`config.mk`:
```
export PLATFORM = sky130hd
export DESIGN_NAME = imu_front
export DESIGN_NICKNAME = d
export VERILOG_FILES = /design/src/sv/imu_pkg.sv /design/src/sv/imu_front.sv
export SDC_FILE = /design/constraint.sdc
export NUM_CORES = 1
export LEC_CHECK = 0
export BUFFER_PORTS_ARGS = -buffer_cell sky130_fd_sc_hd__buf_2
export CORE_AREA = 4 4 295 297
export DETAILED_ROUTE_END_ITERATION = 16
export DIE_AREA = 0 0 299 301
export PLACE_DENSITY = 0.34
export SLEW_MARGIN = 0
export SYNTH_ARGS = -nofsm -noshare
export SYNTH_HDL_FRONTEND = slang
export SYNTH_SLANG_ARGS = --single-unit
```
`constraint.sdc`:
```
create_clock -name vclk -period 2.95
set_input_delay 0.59 -clock vclk [all_inputs]
set_output_delay 0.59 -clock vclk [all_outputs]
set_load 0.05 [all_outputs]
```
`src/sv/imu_pkg.sv`:
```
package imu_pkg;

    localparam logic [63:0] QNAN_BITS = 64'h7FF8000000000000;
    localparam logic [63:0] INF_BITS  = 64'h7FF0000000000000;
    localparam logic [63:0] MAXF_BITS = 64'h7FEFFFFFFFFFFFFF;
    localparam int unsigned Q_DEPTH = 4;
    localparam int unsigned Q_AW = $clog2(Q_DEPTH);
    localparam int unsigned MUL_STAGES = 6;

    // one queued job: two downward and two upward endpoint products
    typedef struct packed {
        logic        both;
        logic [63:0] lo0_a;
        logic [63:0] lo0_b;
        logic [63:0] lo1_a;
        logic [63:0] lo1_b;
        logic [63:0] hi0_a;
        logic [63:0] hi0_b;
        logic [63:0] hi1_a;
        logic [63:0] hi1_b;
    } t_job;

    typedef struct packed {
        logic full;
        logic empty;
    } t_q_stat;

    function automatic logic is_nan(input logic [63:0] x);
        return x[62:0] > INF_BITS[62:0];
    endfunction

    function automatic logic ge_zero(input logic [63:0] x);
        return !is_nan(x) && (!x[63] || x[62:0] == '0);
    endfunction

    function automatic logic le_zero(input logic [63:0] x);
        return !is_nan(x) && (x[63] || x[62:0] == '0);
    endfunction

    function automatic logic [63:0] order_key(input logic [63:0] x);
        return x[63] ? ~x : {1'b1, x[62:0]};
    endfunction

    function automatic logic [63:0] fmin_bits(input logic [63:0] a, input logic [63:0] b);
        if (is_nan(a) || is_nan(b)) return QNAN_BITS;
        return (order_key(a) <= order_key(b)) ? a : b;
    endfunction

    function automatic logic [63:0] fmax_bits(input logic [63:0] a, input logic [63:0] b);
        if (is_nan(a) || is_nan(b)) return QNAN_BITS;
        return (order_key(a) >= order_key(b)) ? a : b;
    endfunction

endpackage

```
`src/sv/imu_front.sv`:
```
module imu_front (
    input  logic                 i_valid,
    input  logic [255:0]         i_data,
    input  imu_pkg::t_q_stat     i_q_stat,
    output logic                 o_ready,
    output logic                 o_push,
    output imu_pkg::t_job        o_job
);

    logic [63:0] al, au, bl, bu;
    logic        ag, al0, bg, bl0;

    assign al = i_data[63:0];
    assign au = i_data[127:64];
    assign bl = i_data[191:128];
    assign bu = i_data[255:192];

    assign o_ready = !i_q_stat.full;
    assign o_push  = i_valid && !i_q_stat.full;

    always_comb begin
        ag  = imu_pkg::ge_zero(al);
        al0 = imu_pkg::le_zero(au);
        bg  = imu_pkg::ge_zero(bl);
        bl0 = imu_pkg::le_zero(bu);
        o_job = '0;
        o_job.lo1_a = al;
        o_job.lo1_b = bu;
        o_job.hi1_a = au;
        o_job.hi1_b = bu;
        if (ag) begin
            if (bg) begin
                o_job.lo0_a = al; o_job.lo0_b = bl; o_job.hi0_a = au; o_job.hi0_b = bu;
            end else if (bl0) begin
                o_job.lo0_a = au; o_job.lo0_b = bl; o_job.hi0_a = al; o_job.hi0_b = bu;
            end else begin
                o_job.lo0_a = au; o_job.lo0_b = bl; o_job.hi0_a = au; o_job.hi0_b = bu;
            end
        end else if (al0) begin
            if (bg) begin
                o_job.lo0_a = al; o_job.lo0_b = bu; o_job.hi0_a = au; o_job.hi0_b = bl;
            end else if (bl0) begin
                o_job.lo0_a = au; o_job.lo0_b = bu; o_job.hi0_a = al; o_job.hi0_b = bl;
            end else begin
                o_job.lo0_a = al; o_job.lo0_b = bu; o_job.hi0_a = al; o_job.hi0_b = bl;
            end
        end else begin
            if (bg) begin
                o_job.lo0_a = al; o_job.lo0_b = bu; o_job.hi0_a = au; o_job.hi0_b = bu;
            end else if (bl0) begin
                o_job.lo0_a = au; o_job.lo0_b = bl; o_job.hi0_a = al; o_job.hi0_b = bl;
            end else begin
                o_job.both  = 1'b1;
                o_job.lo0_a = au; o_job.lo0_b = bl; o_job.hi0_a = al; o_job.hi0_b = bl;
            end
        end
    end

endmodule

```
==> results of run 1 <==
## per-stage QoR
stage	setup WS, ns	util (%)	setup TNS [ns]	total power, mW	instance area [sq um]
after CTS	-1.17	17.9	-275.04	4.65	15100
after global routing	-1.22	18.2	-270.88	4.81	15400
after global placement	-1.46	14.5	-338.28	3.88	12300
after floorplan	-0.200	-	-32.97	2.75	6590
after detailed placement	-1.46	14.5	-335.35	3.87	12300
final	-1.15	18.2	-244.79	4.66	15400
## power breakdown
part	internal, mW	total [mW]	switching, mW
clock network	0.0000000453	0.0000000453	0
logic	1.78	4.66	2.88
registers	0	0	0
total	1.78	4.66	2.88
## critical path, delay by kind of cell
kind / cells / cell delay (ns)
AND/OR/NAND/NOR: 3 / 1.16
buffers and inverters: 8 / 1.14
multiplexers: 1 / 0.31
AO/OA/AOI/OAI: 2 / 0.30
## per-layer routing
| layer | wire (um) | vias to the layer above |
|---|---|---|
| li1 | - | 3921 |
| met1 | 22700 | 4282 |
| met2 | 31100 | 508 |
| met3 | 3600 | 47 |
| met4 | 1560 | 0 |
| met5 | 0 | - |
## synthesized netlist by cell type, types with 2 or more instances
cell type  count  area share (%)
buf_4        256              34
a2bb2oi_1      2            0.31
o41ai_1        3            0.46
nand3_1       11            0.96
nor3_1         3            0.26
mux2_1        32             6.3
inv_1          3            0.20
o31ai_1        3            0.39
nand2_1        9            0.59
buf_2         24             2.1
mux2_2       222              44
nor4_1        63             6.9
o21ai_2        2            0.31
nand4_1       16             1.7
## path summary, 6_finish.rpt
kind	cells past startpoint	to	slack (ns)
max	14	o_job[480]	-1.15
min	3	o_ready	1.50
## area by class of cell
class              count  area (sq um)  share of cell area (%)
multi-input cells    380          4840                    31.4
diodes                 1          2.50                  0.0162
inverters              3          11.3                  0.0730
repair buffers      1135          9140                    59.2
well taps           1144          1430                    9.28
## cell families (layout without fill, tap and decap cells)
| group | Yosys count | after routing | synth area share (%) |
|---|---|---|---|
| buf+inv | 284 | 1138 | 35.9 |
| mux | 254 | 254 | 49.9 |
| simple gates | 105 | 105 | 10.8 |
| compound gates | 20 | 21 | 3.36 |
| other cells | 0 | 1 | 0 |
## timing repair
item,in CTS,in global routing
gates resized for setup,546,138
setup endpoints to repair,257,257
buffers inserted,30,10
pin swaps,9,13
gates cloned,28,0
==> impl_metrics.ini, run 1 <==
[grt]
met3_usage_pct = 2.14
grt_pass1_vias = 9554
met2_usage_pct = 23.1
antenna_found_initial = 1
met1_usage_pct = 13.8
grt_start_max_net_pins = 10
grt_pass1_wl_mm = 77.9
grt.overflow.total = 0
busiest_layer = met2
groute.usage.overall_pct = 12.0

[timing]
max_freq_mhz = 244
rsz0062_at_grt = yes
hold_violations = 0
worst_hold_slack_ns = 1.50
fin_ws_ns = -1.15
worst_pin_slew_ns = 0.490
fin_crit_sh_pct = 139
setup_viol = 257
slew_violations = 0
post-route-min-period_ns = 4.10
relSlewSlack_pct = 67.0

[critical_path]
arrival_ns = 3.51
criticalPathCategory = in -> out
crit_fanout = 5
crit_chain = buf_6 > nor4_4 > nand4_1 > buf_4 > or4_4 > o21ai_4 > buf_6 > a31oi_4 > buf_12 > buf_8 > buf_8 > buf_16 > mux2_4 > buf_8
cp-end-kind = output pin
critPathMaxStageDelay_ns = 0.45
required_ns = 2.36
crit_top_cell = buf_8
start_kind = primary input
crit_start = i_data[111]
cp_slowest_cell = nor4_4

[synth]
syn_nets = 922
avgSynthCellArea_sq_um = 8.64
syn_inst = 663
syn_area_sq_um = 5730
ys_seq_area_share_pct = 0
ys_types = 28
yosysWarnings = 0

[floorplanning]
core-area_sq_um = 84600
rows = 107
die_y_um = 301
start_util_pct = 6.77
io_pins = 774
fp.dieW_um = 299
die_area_sq_um = 90000

[placed_design]
gp_congestion = 1.00
dpl.cell_count = 2609
dp_hpwl_mm = 49.0
numPortBuffers = 773

[layout]
final_nets = 1779
fillers = 9567
layoutNonFillerInstCount = 2663
drive_above_1_share_pct = 95.1
seq_area_sq_um = 0
final_common_cell = buf_2
layout_common_cells = 533 x buf_2, 291 x buf_4, 209 x buf_6
numSequentialCells = 0
areaGrowthSynthToFinish_pct = 169
clock_buffer_count = 0

[hold_path]
min_path_type = in -> out
hp-start = i_q_stat[1]

[pwr]
p_leak_nw = 7.74
peakVddDrop_mv = 0.135
power_per_cell_area_nw_per_um2 = 302

[detailed_routing]
drt-wirelength-per-cell_um = 22.1
num_vias = 8758
first_iter_violations = 289
ant_nets = 0
dr.pass1.iters = 4
via_per_inst = 3.29
route.final.wire_length_mm = 58.9
drc = 0

[cts]
ctsHoldBuffers = 0

[flow_run]
drv_cap = 0

[status]
outcome = complete, but fails checks
violations = setup timing
Note: power is estimated with default switching activity, not from simulation.
==> run 2: changes to the inputs <==
--- a/config.mk
+++ b/config.mk
@@ -10,6 +10,7 @@
 export DETAILED_ROUTE_END_ITERATION = 16
 export DIE_AREA = 0 0 299 301
 export PLACE_DENSITY = 0.34
+export SETUP_SLACK_MARGIN = 0.1
 export SLEW_MARGIN = 0
 export SYNTH_ARGS = -nofsm -noshare
 export SYNTH_HDL_FRONTEND = slang
==> impl_metrics.ini, run 2 (same netlist as run 1, synthesis figures left out) <==
[cts]
ctsHoldBuffers = 0

[floorplanning]
io_pins = 774
fp.dieW_um = 299
die_area_sq_um = 90000
core-area_sq_um = 84600
die_y_um = 301
start_util_pct = 6.77
rows = 107

[grt]
grt_pass1_wl_mm = 73.2
groute.usage.overall_pct = 11.2
grt_start_max_net_pins = 23
grt.overflow.total = 0
grt_pass1_vias = 9367
antenna_found_initial = 1

[hold_path]
whs_path_depth = 3
min_path_type = in -> out

[timing]
relSlewSlack_pct = 66.1
worst_pin_slew_ns = 0.503
setup_viol = 257
worst_hold_slack_ns = 1.50
fin_ws_ns = -1.04
totalNegativeSetupSlack_ns = -230.33
fin_crit_sh_pct = 135
slew_violations = 0
post-route-min-period_ns = 3.99
rsz0062_at_grt = yes
max_freq_mhz = 251
hold_violations = 0

[pwr]
power_frac_clock_pct = 0
peakVddDrop_mv = 0.117
switching_share_pct = 62.8
p_leak_nw = 7.47
p_sw_mw = 2.80
p_comb_share_pct = 100.0
p_seq_share_pct = 0
p_int_mw = 1.66
power_per_cell_area_nw_per_um2 = 302

[layout]
clock_buffer_count = 0
final_nets = 1768
seq_area_sq_um = 0
final_area_sq_um = 14800
numSequentialCells = 0
fin_util_pct = 17.5
drive_above_1_share_pct = 94.4
final_common_cell = buf_2
areaGrowthSynthToFinish_pct = 158
layout_common_cells = 543 x buf_2, 308 x buf_4, 192 x buf_6

[detailed_routing]
via_per_inst = 3.23
drc = 0
route.final.wire_length_mm = 55.5
dr.pass1.iters = 6
first_iter_violations = 299
drt-wirelength-per-cell_um = 20.9
num_vias = 8585
ant_nets = 0

[critical_path]
required_ns = 2.36
criticalPathCategory = in -> out
crit_fanout = 6
arrival_ns = 3.40
cp-end-kind = output pin
start_kind = primary input

[placed_design]
gp_congestion = 1.01
dp_hpwl_mm = 48.1
numPortBuffers = 773
dpl_cell_area_sq_um = 12300
dp_worst_setup_slack_ns = -1.39

[status]
outcome = complete, but fails checks
violations = setup timing

[flow_run]
drv_cap = 0
==> run 2: cell types whose count changed in the layout (fill, tap and decap cells not counted), moves of 4 or more <==
| cell | change |
|---|---|
| nor4_2 | -4 |
| mux2_2 | +7 |
| nor4_1 | +10 |
| buf_16 | -10 |
| buf_4 | +17 |
| buf_8 | -9 |
| buf_6 | -17 |
| nor4_4 | -6 |
| buf_2 | +10 |
| mux2_4 | -7 |
==> run 2: timing repair <==
action | in CTS | in global routing
pin swaps | 15 | 7
buffers inserted | 25 | 9
gates cloned | 14 | 2
endpoints found under the setup margin | 257 | 257
endpoints found under the hold margin | 0 | 0
resized for setup | 452 | 159
==> run 2: final timing paths <==
| path | startpoint | slack [ns] | endpoint |
|---|---|---|---|
| setup / recovery | i_data[88] | -1.04 | o_job[429] |
| hold / removal | i_q_stat[1] | 1.50 | o_ready |
==> run 2: area by class of cell <==
class                      count  area (sq um)
timing repair buffer        1125          8670
inverter                       3          11.3
tap                         1144          1430
fill                        9618         69800
antenna                        4          10.0
multi-input combinational    379          4670
==> run 2: layer usage <==
metal	part of all wire, %	GRT usage [%]	up-vias
li1	-	-	3889
met1	38	12.6	4156
met2	52	21.4	490
met3	6.5	2.31	50
met4	3.2	2.99	0
met5	0	0	-
==> run 2: through the flow <==
step           total power, mW  std cells
2_1_floorplan             2.75        663
3_3_place_gp              3.87       2616
3_5_place_dp              3.86       2616
4_1_cts                   4.41       2655
5_1_grt                   4.62       2652
6_report                  4.46       2655
==> run 2: worst max-delay path, stage by stage <==
cell     delay (ns)
buf_6          0.10
nor4_4         0.33
buf_4          0.16
nand4_1        0.13
buf_4          0.18
or4_4          0.57
o21ai_4        0.23
buf_6          0.14
o21ai_4        0.10
buf_12         0.18
buf_16         0.15
mux2_4         0.35
buf_6          0.16
==> run 2: power groups by stage <==
stage	Clock [mW]	Combinational (mW)	Sequential, mW
floorplan	0	2.75	0
global placement	0	3.87	0
detailed placement	0	3.86	0
CTS	0	4.41	0
global route	0.00000000494	4.62	0
finish	0.0000000693	4.46	0
